===== src/sv/ipd_pkg.sv =====
`timescale 1ns / 1ps

package ipd_pkg;

   localparam int TICKS_W = 17;
   localparam int LIMIT_W = 16;
   localparam int CODE_W = 8;
   localparam int EDGE_W = 6;
   localparam int PADDR_W = 4;
   localparam int PDATA_W = 32;

   localparam int FRAME_SLOTS_DEFAULT = 50;
   localparam logic [EDGE_W-1:0] FIRST_BIT_INDEX = EDGE_W'(17);
   localparam logic [EDGE_W-1:0] LAST_BIT_INDEX = EDGE_W'(24);

   localparam logic [LIMIT_W-1:0] LEADER_MIN_RESET = 16'd10000;
   localparam logic [LIMIT_W-1:0] LEADER_MAX_RESET = 16'd15000;
   localparam logic [LIMIT_W-1:0] ONE_MIN_RESET = 16'd2000;
   localparam logic [LIMIT_W-1:0] ONE_MAX_RESET = 16'd2300;

   localparam logic [1:0] REG_LEADER_MIN = 2'd0;
   localparam logic [1:0] REG_LEADER_MAX = 2'd1;
   localparam logic [1:0] REG_ONE_MIN = 2'd2;
   localparam logic [1:0] REG_ONE_MAX = 2'd3;

   localparam logic CMD_EDGE = 1'b0;
   localparam logic CMD_TIMEOUT = 1'b1;

   typedef struct packed {
      logic [LIMIT_W-1:0] leader_min;
      logic [LIMIT_W-1:0] leader_max;
      logic [LIMIT_W-1:0] one_min;
      logic [LIMIT_W-1:0] one_max;
   } limits_type;

endpackage


===== src/sv/ipd_csr.sv =====
`timescale 1ns / 1ps

module ipd_csr
   import ipd_pkg::*;
(
   input  logic               clock,
   input  logic               reset,
   input  logic               csr_psel,
   input  logic               csr_penable,
   input  logic               csr_pwrite,
   input  logic [PADDR_W-1:0] csr_paddr,
   input  logic [PDATA_W-1:0] csr_pwdata,
   output logic [PDATA_W-1:0] csr_prdata,
   output logic               csr_pready,
   output limits_type         limits
);

   limits_type limits_ff;
   limits_type limits_in;
   logic [1:0] reg_sel;
   logic       wr_en;
   logic [LIMIT_W-1:0] rd_value;

   assign reg_sel = csr_paddr[3:2];
   assign wr_en = csr_psel & csr_penable & csr_pwrite;
   assign csr_pready = 1'b1;
   assign limits = limits_ff;

   always_comb begin
      limits_in = limits_ff;
      if (wr_en) begin
         case (reg_sel)
            REG_LEADER_MIN: limits_in.leader_min = csr_pwdata[LIMIT_W-1:0];
            REG_LEADER_MAX: limits_in.leader_max = csr_pwdata[LIMIT_W-1:0];
            REG_ONE_MIN:    limits_in.one_min = csr_pwdata[LIMIT_W-1:0];
            REG_ONE_MAX:    limits_in.one_max = csr_pwdata[LIMIT_W-1:0];
            default:        limits_in = limits_ff;
         endcase
      end
   end

   always_comb begin
      case (reg_sel)
         REG_LEADER_MIN: rd_value = limits_ff.leader_min;
         REG_LEADER_MAX: rd_value = limits_ff.leader_max;
         REG_ONE_MIN:    rd_value = limits_ff.one_min;
         REG_ONE_MAX:    rd_value = limits_ff.one_max;
         default:        rd_value = '0;
      endcase
   end

   assign csr_prdata = {{(PDATA_W-LIMIT_W){1'b0}}, rd_value};

   always_ff @(posedge clock) begin
      if (reset) begin
         limits_ff.leader_min <= LEADER_MIN_RESET;
         limits_ff.leader_max <= LEADER_MAX_RESET;
         limits_ff.one_min <= ONE_MIN_RESET;
         limits_ff.one_max <= ONE_MAX_RESET;
      end else begin
         limits_ff <= limits_in;
      end
   end

endmodule


===== src/sv/ir_pulse_distance_command_decoder_top.sv =====
`timescale 1ns / 1ps

// A timeout request passes through the input register; its command code is then
// registered in the result register. Throughput: one request per cycle while the
// result register is empty or being taken; an empty input register also takes one.
// Reset (synchronous): disarm, clear edge count, leader mark and bit marks,
// and load the default window limits.

module ir_pulse_distance_command_decoder_top
   import ipd_pkg::*;
#(
   parameter int FRAME_SLOTS = FRAME_SLOTS_DEFAULT
) (
   input  logic               clock,
   input  logic               reset,
   input  logic               req_valid,
   output logic               req_ready,
   input  logic               req_cmd,
   input  logic [TICKS_W-1:0] req_elapsed_ticks,
   output logic               rsp_valid,
   input  logic               rsp_ready,
   output logic [CODE_W-1:0]  rsp_command_code,
   input  logic               csr_psel,
   input  logic               csr_penable,
   input  logic               csr_pwrite,
   input  logic [PADDR_W-1:0] csr_paddr,
   input  logic [PDATA_W-1:0] csr_pwdata,
   output logic [PDATA_W-1:0] csr_prdata,
   output logic               csr_pready
);

   localparam logic [EDGE_W-1:0] SlotLimit = EDGE_W'(FRAME_SLOTS);

   limits_type limits;

   logic               req_valid_ff;
   logic               req_cmd_ff;
   logic [TICKS_W-1:0] req_ticks_ff;
   logic               rsp_valid_ff;
   logic               rsp_valid_in;
   logic [CODE_W-1:0]  rsp_code_ff;

   logic               armed_ff;
   logic               armed_in;
   logic [EDGE_W-1:0]  edge_index_ff;
   logic [EDGE_W-1:0]  edge_index_in;
   logic               leader_ok_ff;
   logic               leader_ok_in;
   logic [CODE_W-1:0]  bit_marks_ff;
   logic [CODE_W-1:0]  bit_marks_in;

   logic               advance;
   logic               fire;
   logic [LIMIT_W-1:0] half_ticks;
   logic               leader_hit;
   logic               one_hit;
   logic [EDGE_W-1:0]  bit_offset;

   ipd_csr u_csr (
      .clock       (clock),
      .reset       (reset),
      .csr_psel    (csr_psel),
      .csr_penable (csr_penable),
      .csr_pwrite  (csr_pwrite),
      .csr_paddr   (csr_paddr),
      .csr_pwdata  (csr_pwdata),
      .csr_prdata  (csr_prdata),
      .csr_pready  (csr_pready),
      .limits      (limits)
   );

   assign advance = !rsp_valid_ff || rsp_ready;
   assign req_ready = !req_valid_ff || advance;
   assign fire = req_valid_ff && advance;

   assign half_ticks = req_ticks_ff[TICKS_W-1:1];
   assign leader_hit = (half_ticks >= limits.leader_min) && (half_ticks <= limits.leader_max);
   assign one_hit = (half_ticks >= limits.one_min) && (half_ticks <= limits.one_max);
   assign bit_offset = edge_index_ff - FIRST_BIT_INDEX;

   always_comb begin
      armed_in = armed_ff;
      edge_index_in = edge_index_ff;
      leader_ok_in = leader_ok_ff;
      bit_marks_in = bit_marks_ff;
      rsp_valid_in = rsp_valid_ff && !rsp_ready;
      if (fire) begin
         if (req_cmd_ff == CMD_TIMEOUT) begin
            rsp_valid_in = leader_ok_ff;
            armed_in = 1'b0;
            edge_index_in = '0;
            leader_ok_in = 1'b0;
         end else if (!armed_ff) begin
            armed_in = 1'b1;
         end else if (edge_index_ff < SlotLimit) begin
            if (edge_index_ff == '0) begin
               leader_ok_in = leader_hit;
            end else if (edge_index_ff >= FIRST_BIT_INDEX &&
                         edge_index_ff <= LAST_BIT_INDEX) begin
               bit_marks_in[bit_offset[2:0]] = one_hit;
            end
            edge_index_in = edge_index_ff + EDGE_W'(1);
         end
      end
   end

   always_ff @(posedge clock) begin
      if (reset) begin
         req_valid_ff <= 1'b0;
         rsp_valid_ff <= 1'b0;
         armed_ff <= 1'b0;
         edge_index_ff <= '0;
         leader_ok_ff <= 1'b0;
         bit_marks_ff <= '0;
      end else begin
         if (req_ready) begin
            req_valid_ff <= req_valid;
         end
         rsp_valid_ff <= rsp_valid_in;
         armed_ff <= armed_in;
         edge_index_ff <= edge_index_in;
         leader_ok_ff <= leader_ok_in;
         bit_marks_ff <= bit_marks_in;
      end
   end

   always_ff @(posedge clock) begin
      if (req_valid && req_ready) begin
         req_cmd_ff <= req_cmd;
         req_ticks_ff <= req_elapsed_ticks;
      end
      if (fire && req_cmd_ff == CMD_TIMEOUT) begin
         rsp_code_ff <= bit_marks_ff;
      end
   end

   assign rsp_valid = rsp_valid_ff;
   assign rsp_command_code = rsp_code_ff;

endmodule


===== config.mk =====
export PLATFORM = sky130hd
export DESIGN_NAME = ir_pulse_distance_command_decoder_top
export DESIGN_NICKNAME = d
export VERILOG_FILES = /design/src/sv/ipd_pkg.sv /design/src/sv/ipd_csr.sv /design/src/sv/ir_pulse_distance_command_decoder_top.sv
export SDC_FILE = /design/constraint.sdc
export NUM_CORES = 1
export LEC_CHECK = 0
export ABC_AREA = 0
export BUFFER_PORTS_ARGS = -buffer_cell sky130_fd_sc_hd__buf_4
export CORE_AREA = 3 3 125 127
export CTS_CLUSTER_SIZE = 24
export DETAILED_ROUTE_END_ITERATION = 8
export DIE_AREA = 0 0 128 130
export PLACE_DENSITY = 0.66
export SYNTH_ARGS = -nofsm -noshare
export SYNTH_HDL_FRONTEND = slang
export SYNTH_SLANG_ARGS = --single-unit
export TNS_END_PERCENT = 50

===== constraint.sdc =====
create_clock -name clock -period 3.3 [get_ports clock]
set_clock_uncertainty 0.05 [all_clocks]
set_input_delay 0.33 -clock clock [delete_from_list [all_inputs] [get_ports clock]]
set_output_delay 0.33 -clock clock [all_outputs]
set_load 0.02 [all_outputs]

==> impl_metrics.json <==
{
  "status": "completed",
  "slew_headroom_pct": 26.3,
  "n_antenna_cell": 0,
  "synth.yosys.seq_area_share_pct": 40.3,
  "layout-drive-gt1-share_pct": 15.0,
  "ir_drop_mv": 0.310,
  "tns_ns": 0,
  "pin_count": 104,
  "syn_to_final_growth_pct": 15.0,
  "rsz0062_at_grt": "no",
  "setup_viol": 0,
  "final_common_cell": "nand2_1",
  "final_cell_area_sq_um": 6830,
  "yosys_warnings": 0,
  "drt_iter0_markers": 348,
  "max-clock-path-buffers": 2,
  "maxSlewViolCount": 0,
  "period_share_pct": 78.9,
  "clk_latency_ns": 0.35,
  "vias_per_cell": 5.41,
  "post-cts-setup-buffers": 0,
  "post_drt_wl_per_cell_um": 17.0,
  "cts_tree": "done",
  "synth_top_area_share_pct": 27.6,
  "grt_pass1_wl_mm": 24.5,
  "ys_types": 50,
  "drv_cap": 0,
  "initial_core_util_pct": 40.9,
  "synth_flop_cell": "dfxtp_1",
  "antenna_found_initial": 0,
  "place_area_sq_um": 6540,
  "gp_congestion": 0.942,
  "p_per_area_nw_per_um2": 418,
  "grt_max_degree": 48,
  "totalWireLength_mm": 15.3,
  "die_h_um": 130,
  "crit_path_end_kind": "flop",
  "synth_edf_count": 25,
  "grtUsageTotal_pct": 18.8,
  "cp.arrival_ns": 2.83,
  "route.detailed.drc": 0,
  "fp.dieArea_sq_um": 16600,
  "htree_levels": 3,
  "ys_ff_latch": 107,
  "cp-start-kind": "flop",
  "vias": 4864,
  "syn_avg_cell_area_sq_um": 9.06,
  "cts_buffers": 9,
  "worst_pin_slew_ns": 1.11,
  "multi_input_area_sq_um": 3140,
  "core_sq_um": 14500,
  "final_nets": 838,
  "syn_area_sq_um": 5940,
  "crit_fanout": 8,
  "fin_crit_ns": 2.60,
  "io_buffers": 67,
  "grt_pass1_vias": 4910,
  "required_ns": 3.52,
  "p_leak_nw": 2.82,
  "async_flop_share_pct": 0,
  "register_area_sq_um": 2390,
  "power_mw": 2.85,
  "hold_violations": 0,
  "layout_common_cells": "135 x nand2_1, 82 x dfxtp_1, 71 x buf_4",
  "fillerInstances": 1372,
  "synth_area_leaders": "dfxtp_1 28%, ha_1 14%, edfxtp_1 13%, nand2_1 8.5%, mux4_2 6.1%",
  "cts.repair.resized": 0,
  "grt.overflow.total": 0,
  "hpwlAfterDp_mm": 11.0,
  "crit_type": "reg2reg",
  "syn_inst": 656,
  "cts_hold_buf": 0,
  "firstDrtPassIters": 5,
  "timing.fmax_ghz": 0.384,
  "detail-route-antenna-nets": 0,
  "min_path_type": "in2reg",
  "rows": 44,
  "cts_root_buffer": "clkbuf_16",
  "fp.dieW_um": 128,
  "path_clk_slew_ns": 0.07,
  "synth_top_cell_by_area": "dfxtp_1",
  "cts.sinks": 107
}
-- registers in the layout, summed over array words and instances, names as in the netlist --
signal,count
req_ticks_ff,16
req_valid_ff,1
u_csr.limits,64
rsp_valid,1
bit_marks_ff,8
leader_ok_ff,1
rsp_command_code,8
edge_index_ff,6
req_cmd_ff,1
armed_ff,1
-- final cells by class --
type / count / area share (%)
multi-input combinational: 455 / 45.9
tap: 184 / 3.37
clock buffer: 11 / 3.55
inverter: 66 / 3.63
clock inverter: 5 / 0.769
timing repair buffer: 71 / 7.80
sequential: 107 / 35.0
-- routing by layer --
| layer | vias up | global-route usage (%) | share of wire (%) |
|---|---|---|---|
| met3 | 22 | 3.56 | 6.5 |
| met1 | 2321 | 23.1 | 41 |
| li1 | 2348 | - | - |
| met2 | 173 | 33.5 | 51 |
| met4 | 0 | 5.62 | 1.7 |
| met5 | - | 0 | 0 |
-- cell families after synthesis --
logic type	synth area share, %
AND/OR/NAND/NOR	16.8
multiplexers	7.41
flip-flops	40.3
XOR/XNOR	0.737
buffers and inverters	7.98
other	0.126
AO/OA/AOI/OAI	12.6
adder cells (fa/ha/maj)	14.1
-- synthesized netlist by cell type, drive strengths merged, types with 2 or more instances --
| cell | number |
|---|---|
| and2 | 4 |
| or3 | 2 |
| inv | 65 |
| dfxtp | 82 |
| xor2 | 4 |
| conb | 2 |
| or2 | 2 |
| nand2b | 3 |
| nor4 | 2 |
| and3 | 5 |
| a211oi | 2 |
| a21o | 3 |
| mux2i | 8 |
| nor2b | 3 |
| o211ai | 28 |
| a21oi | 65 |
| nor3 | 8 |
| or4 | 3 |
| ha | 67 |
| edfxtp | 25 |
| nand3 | 12 |
| a221oi | 2 |
| nand4 | 14 |
| mux4 | 16 |
| buf | 20 |
| clkbuf | 23 |
| nor2 | 28 |
| o21ai | 7 |
| nand2 | 135 |
-- where the power goes --
group | total (mW) | internal (mW) | switching [mW] | leakage (nW)
combinational | 0.353 | 0.146 | 0.208 | 1.75
sequential | 1.41 | 1.37 | 0.0337 | 0.924
clock | 1.09 | 0.606 | 0.489 | 0.145
total | 2.85 | 2.12 | 0.730 | 2.82
-- worst max-delay path: stages (launching register included) --
cell and delay [ns]:
edfxtp_1 0.47, ha_1 0.37, nand4_1 0.17, or4_1 0.55, or4_1 0.43, nand3_2 0.11, o2111ai_4 0.20, mux2i_1 0.19
-- worst paths after layout --
kind	endpoint	from	depth (start not counted)	slack (ns)
min reg2reg	rsp_command_code[4]	bit_marks_ff[4]	0	0.38
min	req_ticks_ff[9]	req_elapsed_ticks[9]	1	0.10
max reg2reg	bit_marks_ff[4]	req_ticks_ff[15]	7	0.70
max	bit_marks_ff[4]	req_ticks_ff[15]	7	0.70
-- metrics by stage --
stage	worst slack, ns	hold WS, ns	utilization, %	std cells
floorplan	1.00	0.358	-	671
global placement	0.759	0.365	45.0	883
detailed placement	0.704	0.368	45.0	883
CTS	0.686	0.0959	47.0	899
global route	0.570	0.0882	47.0	899
finish	0.696	0.103	47.0	899
Note: power is estimated with default switching activity, not from simulation.
